`config.mk`:
```
export PLATFORM = sky130hd
export DESIGN_NAME = hsv_to_rgb_pixel_top
export DESIGN_NICKNAME = d
export VERILOG_FILES = /design/src/design/hsv2rgb_pkg.sv /design/src/design/hsv_to_rgb_pixel_top.sv
export SDC_FILE = /design/constraint.sdc
export NUM_CORES = 2
export LEC_CHECK = 0
export BUFFER_PORTS_ARGS = -buffer_cell sky130_fd_sc_hd__buf_2
export CORE_MARGIN = 2
export CORE_UTILIZATION = 40
export CTS_CLUSTER_SIZE = 10
export DETAILED_ROUTE_END_ITERATION = 10
export PLACE_DENSITY = 0.56
export SYNTH_ARGS = -nofsm -noshare
export SYNTH_HDL_FRONTEND = slang
export SYNTH_SLANG_ARGS = --single-unit
```
`constraint.sdc`:
```
create_clock -name clock -period 18.69 [get_ports clock]
set_clock_uncertainty 0.15 [all_clocks]
set_input_delay 3.738 -clock clock [delete_from_list [all_inputs] [get_ports clock]]
set_output_delay 3.738 -clock clock [all_outputs]
set_load 0.02 [all_outputs]
```
`src/design/hsv2rgb_pkg.sv`:
```
// ----------------------------------------------------------------------------
// hsv2rgb_pkg
// Shared types and constants for the HSV to RGB pixel converter.
// ----------------------------------------------------------------------------
package hsv2rgb_pkg;

   // Q1.8 unity for saturation and value
   localparam logic [8:0] SAT_ONE = 9'd256;

   // Hue sector, floor(hue * 6)
   typedef enum logic [2:0] {
      SECTOR_RED_YEL   = 3'd0,
      SECTOR_YEL_GRN   = 3'd1,
      SECTOR_GRN_CYN   = 3'd2,
      SECTOR_CYN_BLU   = 3'd3,
      SECTOR_BLU_MAG   = 3'd4,
      SECTOR_MAG_RED   = 3'd5
   } sector_type;

endpackage

```
`src/design/hsv_to_rgb_pixel_top.sv`:
```
// ----------------------------------------------------------------------------
// hsv_to_rgb_pixel_top
// Four register stages lie between request accept and result valid.
// Throughput: one request per cycle; each pipeline stage holds when the stage
// after it is full and stalled, and a bubble is filled at once.
// Reset (synchronous, active high) clears all stage valid bits.
// ----------------------------------------------------------------------------
module hsv_to_rgb_pixel_top
   import hsv2rgb_pkg::*;
#(
   parameter int HUE_BITS = 16
) (
   input  logic                clock,
   input  logic                reset,
   input  logic                req_valid,
   output logic                req_ready,
   input  logic [HUE_BITS-1:0] req_hue,
   input  logic [8:0]          req_saturation,
   input  logic [8:0]          req_value,
   output logic                rsp_valid,
   input  logic                rsp_ready,
   output logic [7:0]          rsp_red,
   output logic [7:0]          rsp_green,
   output logic [7:0]          rsp_blue
);

   localparam int HW = HUE_BITS;
   localparam logic [HW:0]   ONE_TURN   = {1'b1, {HW{1'b0}}};
   localparam logic [HW+8:0] FULL_SCALE = {1'b1, {(HW+8){1'b0}}};

   // stage handshake
   logic valid1_ff, valid2_ff, valid3_ff, valid4_ff;
   logic load1, load2, load3, load4;

   assign load4     = !valid4_ff || rsp_ready;
   assign load3     = !valid3_ff || load4;
   assign load2     = !valid2_ff || load3;
   assign load1     = !valid1_ff || load2;
   assign req_ready = load1;
   assign rsp_valid = valid4_ff;

   // ---------------- stage 1: sector split, clamp ----------------
   logic [HW+2:0] hue6;
   logic [HW-1:0] frac_in;
   logic [HW:0]   frac_c_in;
   logic [8:0]    sat_in, val_in;

   assign hue6      = {1'b0, req_hue, 2'b00} + {2'b00, req_hue, 1'b0};
   assign frac_in   = hue6[HW-1:0];
   assign frac_c_in = ONE_TURN - {1'b0, frac_in};
   assign sat_in    = req_saturation[8] ? SAT_ONE : req_saturation;
   assign val_in    = req_value[8] ? SAT_ONE : req_value;

   sector_type    sector1_ff;
   logic [HW-1:0] frac1_ff;
   logic [HW:0]   frac_c1_ff;
   logic [8:0]    sat1_ff, val1_ff;

   // ---------------- stage 2: f*s, (1-f)*s, v*(1-s) ----------------
   logic [HW+8:0]  fs_in;
   logic [HW+9:0]  fcs_full;
   logic [17:0]    vp_full;

   assign fs_in    = frac1_ff * sat1_ff;
   assign fcs_full = frac_c1_ff * sat1_ff;
   assign vp_full  = val1_ff * (SAT_ONE - sat1_ff);

   sector_type     sector2_ff;
   logic [HW+8:0]  fs2_ff, fcs2_ff;
   logic [16:0]    vp2_ff;
   logic [8:0]     val2_ff;

   // ---------------- stage 3: q and t products ----------------
   logic [HW+17:0] vq_full, vt_full;

   assign vq_full = val2_ff * (FULL_SCALE - fs2_ff);
   assign vt_full = val2_ff * (FULL_SCALE - fcs2_ff);

   sector_type     sector3_ff;
   logic [HW+16:0] vq3_ff, vt3_ff;
   logic [16:0]    vp3_ff;
   logic [8:0]     val3_ff;

   // ---------------- stage 4: scale by 255, sector mux ----------------
   logic [HW+24:0] q255, t255;
   logic [24:0]    p255;
   logic [16:0]    v255;
   logic [7:0]     ch_q, ch_t, ch_p, ch_v;
   logic [7:0]     red_in, green_in, blue_in;

   assign q255 = {vq3_ff, 8'b0} - {8'b0, vq3_ff};
   assign t255 = {vt3_ff, 8'b0} - {8'b0, vt3_ff};
   assign p255 = {vp3_ff, 8'b0} - {8'b0, vp3_ff};
   assign v255 = {val3_ff, 8'b0} - {8'b0, val3_ff};
   assign ch_q = q255[HW+23:HW+16];
   assign ch_t = t255[HW+23:HW+16];
   assign ch_p = p255[23:16];
   assign ch_v = v255[15:8];

   always_comb begin
      case (sector3_ff)
         SECTOR_RED_YEL: begin
            red_in = ch_v; green_in = ch_t; blue_in = ch_p;
         end
         SECTOR_YEL_GRN: begin
            red_in = ch_q; green_in = ch_v; blue_in = ch_p;
         end
         SECTOR_GRN_CYN: begin
            red_in = ch_p; green_in = ch_v; blue_in = ch_t;
         end
         SECTOR_CYN_BLU: begin
            red_in = ch_p; green_in = ch_q; blue_in = ch_v;
         end
         SECTOR_BLU_MAG: begin
            red_in = ch_t; green_in = ch_p; blue_in = ch_v;
         end
         default: begin
            red_in = ch_v; green_in = ch_p; blue_in = ch_q;
         end
      endcase
   end

   // valid bits
   always_ff @(posedge clock) begin
      if (reset) begin
         valid1_ff <= 1'b0;
         valid2_ff <= 1'b0;
         valid3_ff <= 1'b0;
         valid4_ff <= 1'b0;
      end else begin
         if (load1) valid1_ff <= req_valid;
         if (load2) valid2_ff <= valid1_ff;
         if (load3) valid3_ff <= valid2_ff;
         if (load4) valid4_ff <= valid3_ff;
      end
   end

   // payload, no reset
   always_ff @(posedge clock) begin
      if (load1) begin
         sector1_ff <= sector_type'(hue6[HW+2:HW]);
         frac1_ff   <= frac_in;
         frac_c1_ff <= frac_c_in;
         sat1_ff    <= sat_in;
         val1_ff    <= val_in;
      end
      if (load2) begin
         sector2_ff <= sector1_ff;
         fs2_ff     <= fs_in;
         fcs2_ff    <= fcs_full[HW+8:0];
         vp2_ff     <= vp_full[16:0];
         val2_ff    <= val1_ff;
      end
      if (load3) begin
         sector3_ff <= sector2_ff;
         vq3_ff     <= vq_full[HW+16:0];
         vt3_ff     <= vt_full[HW+16:0];
         vp3_ff     <= vp2_ff;
         val3_ff    <= val2_ff;
      end
      if (load4) begin
         rsp_red    <= red_in;
         rsp_green  <= green_in;
         rsp_blue   <= blue_in;
      end
   end

endmodule
```
======== After elaboration in Yosys (flattened, before gate mapping) ========
Cells that the tools add are included.
word-level totals
  flip-flop bits (word level) ............. 256
  input port bits ......................... 38
  output and inout port bits .............. 26
  word-level logic and storage cells ...... 60
operators by class
  add/subtract/negate cells ............... 9
  multipliers ............................. 5
  equality and inequality tests ........... 4
  muxes and demuxes ....................... 5
  reduce and logical (&&, ||, !) cells .... 13
operators by type and width
  cell                    count
  $sub 40x33->40          2
  $pmux 8 s3              3
  $mul 10x26->33          2
  $sub 25x25->26 const A  2
  $mul 16x9->25           1
  $mul 17x9->25           1
  $sub 24x17->24          1
  $add 18x17->19          1
  $mux 9                  2
  $mul 10x10->17          1
  $sub 17x16->17 const A  1
  $sub 16x9->16           1
  $sub 9x9->10 const A    1
  $reduce_or 2->1         4
  $eq 3x2->1 const B      2
  $logic_not 1->1         4
  $logic_or 1x1->1        4
  $eq 3x1->1 const B      1
  $eq 3x3->1 const B      1
  $logic_not 3->1         1

======== Longest topological paths before layout ========
  depth in word-level cells ............... 5
  gate-level depth with buffers ........... 29
  mapped depth without buffers ............ 28

======== Worst setup path before layout ========
OpenSTA, ideal clock, no wires.
  path kind ............................... input to output
  start ................................... in rsp_ready
  end ..................................... out req_ready
  arrival ................................. 5.235 ns
  required time ........................... 14.802 ns
  path slack .............................. 9.567 ns
  stages .................................. 3
  path buffers ............................ 0
  cells stage by stage .................... nor2b_1 and3_1 nand2_1
on the way
  longest elaborated chain between the ends .. 4
ends and longest elaborated chain
  item              RTL line                    text
  from (decl)       hsv_to_rgb_pixel_top.sv:21  input logic rsp_ready,
  $logic_or 1x1->1  hsv_to_rgb_pixel_top.sv:35  assign load4 = !valid4_ff || rsp_ready;
  $logic_or 1x1->1  hsv_to_rgb_pixel_top.sv:36  assign load3 = !valid3_ff || load4;
  $logic_or 1x1->1  hsv_to_rgb_pixel_top.sv:37  assign load2 = !valid2_ff || load3;
  $logic_or 1x1->1  hsv_to_rgb_pixel_top.sv:38  assign load1 = !valid1_ff || load2;
  to (decl)         hsv_to_rgb_pixel_top.sv:16  output logic req_ready,
No other way between the ends.

======== Final worst setup path ========
Ends and elaborated chain as after synthesis.

==> run metrics <==
PortBufs 63; most common cell in the synthesized netlist inv_1; Mapped Cells around 4000; status completed; DP HPWL between 60000 and 70000 µm; largest fanout on the critical path 52; FILL cells slightly above 9000; vias in the first global route approximately 27000; Synth warnings 0; Seq/Total Area, Yosys just under 20%; initial DRC count between 1500 and 2000; area grow syn2layout 7.58%; layout cells sized above 1 between 4 and 5%; Critical Path, Cell by Cell buf_2 > nor2b_1 > and3_1 > nand2_2 > buf_4 > buf_2; Synth area leader fa_1; worst-margin pin slew between 1 and 1.5 ns; final setup vio count 0; Crit path max-delay family simple AND/OR/NAND/NOR gates; CORE AREA 93500 µm²; Period Utilization, post-route roughly 48%; gr usage total 18.0%; first-pass GRT wire length about 140000 µm; DRT antenna net count 0; Post-synth top flop edfxtp_1; minimum clock period after layout just over 9 ns; WL final ~84000 µm; grt ovf 0; largest net degree at the start of global routing 68; top cells by area, synth fa_1 (31%), edfxtp_1 (19%), ha_1 (12%); drt pass-1 iters 5; most frequent CP cell buf_2; max cap viols 0; worst hold slack around 0.26 ns; max incr delay on CP about 0.35 ns; num rows about 110; DRC errors left 0; die area about 97000 µm²; FF+latch count, synth 247; max_slew headroom 30.1%; critical path buffer and inverter count 3; Async SR Flop Fraction 0%; Syn Area/Cell around 9.5 µm²; post-synthesis net count ~5000; die height 311 µm; Initial Util 40.4%; Bufs on Longest Clock Path 3; Reg clk slew, reported paths approximately 0.050 ns; Worst Setup Start Kind input port; CTS Hold Bufs 0; chip width just over 300 µm; Commonest cells post-synth inv_1 (789), nand2_1 (611), fa_1 (592); critical path class in -> out; post-CTS resize count 0; H-tree depth 2; share of the synthesized area in the top cell type 31.4%; RSZ-0062 raised after global routing false; Required @ worst endpoint ~15 ns; routability cong. roughly 0.8; final hold vios 0; CTS buffer count 35; Worst Path Arrival just over 5 ns; initial antenna violation count 2; Synth cell types 76; post-place instance area around 40000 µm²; Setup WS post-layout around 9.6 ns; via count 26200; FMAX between 100 and 150 MHz; dpl ws 9.63 ns; synthesized area 37800 µm²; I/O pin total 64; CTS tree built; Hold Crit Class reg -> reg; Post-CTS Setup Bufs 0; TNS Setup 0 ns; Clock Latency Late Sink between 0.5 and 0.6 ns; finished layout cell area between 40000 and 50000 µm²; CP endpoint kind output pin; routed len/inst around 16 µm; root buf cell clkbuf_16; CP max stage cell nor2b_1; vias per cell about 5; Max Slew Vio Count 0; Post-synth EDFFs ~240; clk sinks 247; final net count 4988
## layout make-up
cell class | instances | area (µm²) | share of cell area [%]
Inverter | 790 | 2970 | 7.29
Clock inverter | 14 | 186 | 0.459
Clock buffer | 44 | 941 | 2.31
Antenna cell | 1 | 2.50 | 0.00615
Sequential cell | 247 | 7380 | 18.1
Multi-Input combinational cell | 2826 | 27000 | 66.4
Tap cell | 1254 | 1570 | 3.86
Timing Repair Buffer | 106 | 638 | 1.57
## worst reg2reg max path, delay by kind of cell, from the launching register on
family	cells	cell delay [ns]
XOR/XNOR	2	0.64
buffers and inverters	4	0.30
AO/OA/AOI/OAI	8	2.10
flip-flops	1	0.57
adder cells (fa/ha/maj)	7	3.12
AND/OR/NAND/NOR	6	1.42
## through the flow
stage | utilization [%] | std cells
finish | 43.5 | 5282
global route | 43.5 | 5281
CTS | 43.5 | 5281
detailed placement | 42.3 | 5223
global placement | 42.3 | 5223
floorplan | - | 3991
## per-layer routing
| metal | up-vias | routed length (µm) | track usage (%) |
|---|---|---|---|
| li1 | 12500 | - | - |
| met1 | 13000 | 41500 | 26.5 |
| met2 | 491 | 37600 | 28.7 |
| met3 | 75 | 3800 | 1.98 |
| met4 | 0 | 1510 | 4.04 |
| met5 | - | 0 | 0 |
## cells in the final DEF (no fill, tap or decap), types with 8 or more instances in the layout
| master | n |
|---|---|
| nor3_1 | 45 |
| xor2_1 | 53 |
| clkbuf_16 | 36 |
| or2_2 | 16 |
| o21a_1 | 22 |
| buf_4 | 43 |
| a211oi_1 | 16 |
| or3_1 | 14 |
| inv_1 | 788 |
| nor2b_1 | 33 |
| o21bai_1 | 19 |
| nor2_1 | 109 |
| buf_2 | 63 |
| nand4_1 | 9 |
| edfxtp_1 | 243 |
| fa_1 | 592 |
| and3_1 | 8 |
| nand3_1 | 30 |
| ha_1 | 352 |
| a31oi_1 | 17 |
| nand2b_1 | 28 |
| a21o_1 | 56 |
| a21oi_1 | 111 |
| nand2_1 | 609 |
| or4_1 | 8 |
| nand3b_1 | 9 |
| o21ai_0 | 71 |
| nor4_1 | 19 |
| xnor2_1 | 171 |
| o211ai_1 | 17 |
| and2_1 | 286 |
## registers in the layout, summed over array words and instances, names as in the netlist, 3 cells and up
name,cells
fcs2_ff,23
frac1_ff,15
frac_c1_ff,15
fs2_ff,24
rsp_blue,8
rsp_green,8
rsp_red,8
sat1_ff,9
sector1_ff,3
sector2_ff,3
sector3_ff,3
val1_ff,9
val2_ff,9
val3_ff,9
vp2_ff,17
vp3_ff,17
vq3_ff,32
vt3_ff,31
## cell families after synthesis
| logic type | count (synthesis) | share of synthesized area (%) |
|---|---|---|
| simple gates | 1243 | 15.7 |
| flops | 247 | 19.5 |
| fa+ha+maj | 944 | 43.0 |
| buf+inv | 918 | 9.12 |
| compound gates | 403 | 7.06 |
| mux | 10 | 0.278 |
| xor+xnor | 226 | 5.28 |
## final timing paths
check	depth (start not counted)	slack [ns]	endpoint	start
worst min-delay path	0	0.26	vp3_ff[5]	vp2_ff[5]
worst max register to register	27	10.14	vt3_ff[31]	fs2_ff[1]
worst max-delay path	6	9.63	req_ready	rsp_ready
worst min register to register	0	0.26	vp3_ff[5]	vp2_ff[5]
Power is left out: the tool's default activity adds up to more than one toggle a clock period on the data nets, which glitch-free logic cannot reach.
